### config.mk
export PLATFORM = sky130hd
export DESIGN_NAME = cau_cell
export DESIGN_NICKNAME = d
export VERILOG_FILES = /design/src/hw/rtl/cau_pkg.sv /design/src/hw/rtl/cau_cell.sv
export SDC_FILE = /design/constraint.sdc
export NUM_CORES = 1
export LEC_CHECK = 0
export ABC_AREA = 1
export BUFFER_PORTS_ARGS = -buffer_cell sky130_fd_sc_hd__buf_2
export CAP_MARGIN = 20
export CORE_AREA = 5 5 384 386
export CTS_BUF_LIST = sky130_fd_sc_hd__clkbuf_8
export CTS_CLUSTER_DIAMETER = 40
export DETAILED_ROUTE_END_ITERATION = 10
export DIE_AREA = 0 0 389 391
export HOLD_SLACK_MARGIN = 0.15
export PLACE_DENSITY = 0.51
export REMOVE_ABC_BUFFERS = 1
export SETUP_SLACK_MARGIN = 0.4
export SLEW_MARGIN = 20
export SYNTH_ARGS = -nofsm -noshare
export SYNTH_HDL_FRONTEND = slang
export SYNTH_SLANG_ARGS = --single-unit
export TNS_END_PERCENT = 1
### constraint.sdc
create_clock -name clk -period 5.5 [get_ports clk]
set_input_delay 1.1 -clock clk [delete_from_list [all_inputs] [get_ports clk]]
set_output_delay 1.1 -clock clk [all_outputs]
set_load 0.01 [all_outputs]
### src/hw/rtl/cau_pkg.sv
`timescale 1ns / 1ps
`default_nettype none

package cau_pkg;

  // operation codes
  localparam logic [2:0] FUNC_ADD = 3'd0;
  localparam logic [2:0] FUNC_SUB = 3'd1;
  localparam logic [2:0] FUNC_MUL = 3'd2;
  localparam logic [2:0] FUNC_DIV = 3'd3;
  localparam logic [2:0] FUNC_MAG = 3'd4;
  localparam logic [2:0] FUNC_EQ  = 3'd5;

  // status codes
  localparam logic [1:0] ST_OK   = 2'd0;
  localparam logic [1:0] ST_DIV0 = 2'd1;
  localparam logic [1:0] ST_SAT  = 2'd2;

  // quotient bits per divider (and root bits per square root)
  localparam int STEPS = 33;

  // payload handed from cell to cell
  typedef struct packed {
    logic [2:0]  func;
    logic        is_eq;
    logic [31:0] rr;      // early result for add, sub, mul and the rest
    logic [31:0] ri;
    logic [1:0]  st;
    logic        neg_r;
    logic        neg_i;
    logic        sat_r;   // quotient already known to be too large
    logic        sat_i;
    logic        dz;      // divisor is zero
    logic [63:0] d;
    logic [63:0] rem_r;
    logic [63:0] rem_i;
    logic [63:0] rem_s;
    logic [32:0] q_r;
    logic [32:0] q_i;
    logic [32:0] root;
    logic [32:0] nlo_r;   // dividend bits still to be brought down
    logic [32:0] nlo_i;
  } cau_lane_t;

  // sign and magnitude to saturated 32-bit value, {sat, value}
  function automatic logic [32:0] to_q(input logic neg, input logic [63:0] mag);
    logic [32:0] r;
    if (neg) begin
      if (mag > 64'h8000_0000) r = {1'b1, 32'h8000_0000};
      else r = {1'b0, 32'(64'd0 - mag)};
    end else begin
      if (mag > 64'h7FFF_FFFF) r = {1'b1, 32'h7FFF_FFFF};
      else r = {1'b0, mag[31:0]};
    end
    return r;
  endfunction

endpackage

`default_nettype wire

### src/hw/rtl/cau_cell.sv
`timescale 1ns / 1ps
`default_nettype none

module cau_cell import cau_pkg::*; #(
  parameter int BIT = 0
) (
  input  wire        clk,
  input  wire        rst,
  input  wire        en,
  input  wire        in_valid,
  input  cau_lane_t  in_lane,
  output logic       out_valid,
  output cau_lane_t  out_lane
);

  cau_lane_t  lane_next;
  logic [63:0] tr_r;
  logic [63:0] tr_i;
  logic [65:0] tr_s;

  // one restoring step on each divider and one root bit
  always_comb begin
    lane_next = in_lane;
    tr_r = {in_lane.rem_r[62:0], in_lane.nlo_r[32]};
    tr_i = {in_lane.rem_i[62:0], in_lane.nlo_i[32]};
    lane_next.nlo_r = {in_lane.nlo_r[31:0], 1'b0};
    lane_next.nlo_i = {in_lane.nlo_i[31:0], 1'b0};
    if (tr_r >= in_lane.d) begin
      lane_next.rem_r = tr_r - in_lane.d;
      lane_next.q_r = {in_lane.q_r[31:0], 1'b1};
    end else begin
      lane_next.rem_r = tr_r;
      lane_next.q_r = {in_lane.q_r[31:0], 1'b0};
    end
    if (tr_i >= in_lane.d) begin
      lane_next.rem_i = tr_i - in_lane.d;
      lane_next.q_i = {in_lane.q_i[31:0], 1'b1};
    end else begin
      lane_next.rem_i = tr_i;
      lane_next.q_i = {in_lane.q_i[31:0], 1'b0};
    end
    tr_s = ({33'd0, in_lane.root} << (BIT + 1)) | (66'd1 << (2 * BIT));
    if ({2'b00, in_lane.rem_s} >= tr_s) begin
      lane_next.rem_s = in_lane.rem_s - tr_s[63:0];
      lane_next.root = in_lane.root | (33'd1 << BIT);
    end
  end

  // stage register
  always_ff @(posedge clk) begin
    if (rst) begin
      out_valid <= 1'b0;
    end else if (en) begin
      out_valid <= in_valid;
    end
    if (en) begin
      out_lane <= lane_next;
    end
  end

endmodule

`default_nettype wire

# After elaboration in Yosys (flattened, before gate mapping)
# Index checks and enable logic that the tools add are counted.
# classes
n_lt_le_gt_ge	3
add_sub_neg	3
div	0
n_reduce_logical	0
n_mul	0
eq_ne	0
bitwise_logic	0
mux	5
shift	0
# op_table
cell	count
64-bit 2-to-1 mux	3
64-bit >= comparator	2
64-bit subtractor	2
64-bit by 34-bit >= comparator with 1-bit output	1
64-bit by 34-bit subtractor with 64-bit output	1
1-bit 2-to-1 mux	2
# totals
ram_bits	0
mem_bits_ro	0
output_inout_bits	497
input_bits	500
word_cells	32
mem_count	0
ff_bits	495
latch_bits	0

# Longest topological paths before layout
# logic_depth
depth_word	2
mapped_depth	18
depth_no_buf	17

# Worst setup path after synthesis
# Ideal clock, no wire load.
# synth_timing
path_kind	input port to flip-flop
start	input port in_lane[32] (netlist bit)
end	register out_lane[278] (netlist bit), data pin
required_time_ns	5.247
cell_stages	18
n_path_buf	1
arrival_ns	2.847
slack_ns	2.400
setup_ns	0.253
path_cell_list	inv_1 > ha_1 > fa_1 > inv_1 > nand3_1 > nand2_4 > nand2_2 > nand2_2 > nand2_1 > nand2_2 > nand2_2 > nand3_2 > nand2_2 > nand2_8 > inv_4 > buf_2 > nand2_1 > nand2_1
# synth_lines
item	line_no	text
start: declaration	cau_cell.sv:11	input cau_lane_t in_lane,
end signal: assignment	cau_cell.sv:57	out_lane <= lane_next;
end: declaration	cau_cell.sv:13	output cau_lane_t out_lane

==> reports/metrics.json <==
{
  "timing": {
    "timing.slew.headroom_pct": 37.8,
    "clock-skew-final_ns": 0,
    "tightest_slew_ns": 0.933,
    "report.final.setup_viol": 0,
    "report.final.slew_viol_count": 0,
    "rsz0062_at_grt": "false",
    "final_min_period_over_clock_period_pct": 65.2,
    "finalCriticalPeriod_ns": 3.59,
    "count_of_endpoints_failing_hold_in_the_final_timing_report": 0,
    "fmaxAchievable_ghz": 0.279,
    "totalNegativeSetupSlack_ns": 0
  },
  "logic_synthesis": {
    "arithmetic_cell_share_of_the_synthesized_area_counting_full_adders_half_adders_and_majority_gates_pct": 6.23,
    "synth-edff-count": 494,
    "synth.mux.area_fraction_pct": 0.0299,
    "postSynthAreaPerCell_sq_um": 7.29,
    "synth.top_cell.area_share_pct": 44.3,
    "yosys.area_share.simple_pct": 32.3,
    "cell_area_after_technology_mapping_sq_um": 33500,
    "synth_top_family_by_area": "simple AND/OR/NAND/NOR gates",
    "ys_ff_latch": 495,
    "synth_area_leader_cell": "edfxtp_1",
    "postSynth.topFlopCell": "edfxtp_1",
    "yosysUniqueCellTypes": 40,
    "synth_compound_gate_area_share_pct": 2.92,
    "yosys.cell_count.top_type": "nand2_1",
    "synthXorXnorAreaFrac_pct": 2.48,
    "register_area_share_after_synthesis_pct": 44.3,
    "netlist_instances": 4596,
    "share_of_synthesized_flip_flops_with_an_asynchronous_set_or_reset_pct": 0,
    "post_synth_most_frequent_cells": "nand2_1 (1941), inv_1 (918), edfxtp_1 (494), nor2_1 (338), nand3_1 (216)",
    "synth_warnings": 0,
    "synth_top_cells_by_area": "edfxtp_1 (44%), nand2_1 (22%), inv_1 (10%), ha_1 (6.1%), nor2_1 (3.8%)"
  },
  "worst_setup_path": {
    "r2r_slack_ns": 4.91,
    "reg2reg_from": "out_valid",
    "worst_path_cell_trace": "buf_2 -> ha_1 -> fa_1 -> inv_1 -> nand3_1 -> nand2_2 -> nand2_2 -> nand2_2 -> nand2_2 -> nand2_2 -> nand2_2 -> nand3_1 -> nand2_2 -> nand2_4 -> inv_2 -> buf_12 -> nand2_1 -> nand2_1",
    "path_class": "in -> reg",
    "slowest_stage": "fa_1",
    "crit_path_max_incr_delay_ns": 0.42,
    "crit-reg2reg-capture": "out_valid",
    "endpoint_kind": "register",
    "setup.worst_path.start_class": "input pin",
    "timing.critical_path.fanout_max": 50,
    "worst_path_most_repeated_cell": "nand2_2",
    "worstPathRequired_ns": 6.03,
    "critical_path_arrival_ns": 4.12,
    "r2r.worst_path.cells": 2
  },
  "global_routing": {
    "grt_antenna_before_repair": 79,
    "grt_remaining_overflow": 0,
    "grt_start_max_net_pins": 99,
    "grt_pass1_vias": 33000,
    "grt_first_pass_wirelength_um": 238000,
    "globalRouteTotalUtil_pct": 22.0
  },
  "place": {
    "gpl.final_weighted_congestion": 0.983,
    "detailed_place_hpwl_um": 151000,
    "placement.io_buffers": 990
  },
  "floorplan": {
    "fp.coreArea_sq_um": 143000,
    "start_util_pct": 23.4,
    "die_width_um": 389,
    "fp.dieArea_sq_um": 152000,
    "core.rowCount": 139,
    "die_h_um": 391,
    "i_o_pin_count": 997
  },
  "worst_hold_path": {
    "worstHoldEndpoint": "out_lane[490]",
    "hold_path_class": "in -> reg",
    "min-delay-start": "in_lane[490]",
    "hold-path-cell-count": 1
  },
  "clocking": {
    "max-clock-path-buffers": 3,
    "cts_sinks": 495,
    "cts_setup_buffers": 0,
    "clk_pin_slew_ns": 0.07,
    "cts-root-buf": "clkbuf_8",
    "post_cts_resize_count": 0,
    "cts-buffers-inserted": 109,
    "insertion_delay_ns": 0.83,
    "tritoncts_clock_tree": "done",
    "holdBufCountCts": 0,
    "cts-htree-levels": 3
  },
  "detailed_routing": {
    "dr_total_vias": 33700,
    "detail_route.drc_violations": 0,
    "wire_per_inst_um": 22.7,
    "ant_nets": 0,
    "routed_via_density": 4.37,
    "detailedRoute.firstIterationViolations": 2328,
    "detail_route.first_pass.iterations": 6,
    "routed_wirelength_um": 175000
  },
  "finish": {
    "final_layout_size_suffix_gt1_share_pct": 22.8,
    "area.growth.synth_to_final_pct": 29.3,
    "design.final.nets": 6340,
    "post-route-util_pct": 30.3,
    "n_fill_cell": 15800
  },
  "pwr": {
    "vdd_ir_drop_max_mv": 0.216,
    "leakagePower_nw": 23.0,
    "powerDensity_nw_per_um2": 291
  },
  "outcome": {
    "status": "finished, final reports clean"
  },
  "run": {
    "drv.max_cap_violation_count": 0
  }
}
-- layer usage --
layer  global-route usage [%]  vias up  routed length, um
met2                     40.3     1263              88300
met1                     24.9    15600              65800
met3                     5.03      318              13900
met4                     8.07       36               6900
li1                         -    16400                  -
met5                        0        -                241
-- state kept, by name, indices dropped and copies added, names as in the netlist --
name / flops
out_valid: 1
out_lane: 494
-- cell usage in the layout (no fill, tap or decap), types with 53 or more instances in the layout --
master    instances
a21oi_1         121
buf_2           989
clkbuf_8        109
edfxtp_1        494
ha_1            162
inv_1           939
nand2_1        1941
nand3_1         216
nand4_1          53
nor2_1          338
xor2_1           92
-- worst max-delay path by stage --
stage	from	slack, ns	cells past startpoint	to
global placement	in_lane[357]	1.13	18	out_lane[325]
detailed placement	in_lane[357]	1.08	18	out_lane[325]
global route	in_lane[357]	1.81	18	out_lane[325]
CTS	in_lane[357]	2.03	18	out_lane[325]
floorplan	in_lane[98]	1.60	10	out_lane[66]
finish	in_lane[357]	1.91	18	out_lane[325]
-- cell families after synthesis --
family / count (synthesis)
AO/OA/AOI/OAI: 177
XOR/XNOR: 95
adder cells (fa/ha/maj): 165
buffers and inverters: 996
flip-flops: 495
multiplexers: 1
other: 1
AND/OR/NAND/NOR: 2666
-- where the power goes --
part | leakage (nW) | internal (mW) | switching (mW)
logic | 16.9 | 0.994 | 2.20
clock network | 1.28 | 2.63 | 2.02
registers | 4.84 | 4.63 | 0.135
total | 23.0 | 8.26 | 4.35
-- critical path: cells and delay by family --
kind | cells | cell delay [ns]
fa+ha+maj | 2 | 0.64
buf+inv | 4 | 0.77
simple gates | 12 | 1.54
-- through the flow --
step | instance area (sq um) | setup slack (ns) | hold WS, ns | power, mW | instances
2_1_floorplan | 33200 | 1.60 | 0.528 | 6.45 | 4559
3_3_place_gp | 40700 | 1.13 | 0.478 | 8.05 | 7467
3_5_place_dp | 40700 | 1.08 | 0.484 | 8.06 | 7467
4_1_cts | 43200 | 2.03 | 0.320 | 12.8 | 7670
5_1_grt | 43200 | 1.81 | 0.363 | 13.3 | 7677
6_report | 43300 | 1.91 | 0.441 | 12.6 | 7709
-- final cells by class --
type / instances / area, sq um / area share, %
Antenna cell: 39 / 97.6 / 0.225
Multi-Input combinational cell: 3106 / 14700 / 34.0
Inverter: 958 / 3600 / 8.31
Timing Repair Buffer: 1005 / 5150 / 11.9
Sequential cell: 495 / 14900 / 34.3
Tap cell: 1903 / 2380 / 5.50
Clock buffer: 109 / 1500 / 3.46
Clock inverter: 94 / 980 / 2.26
Note: power is estimated with default switching activity, not from simulation.
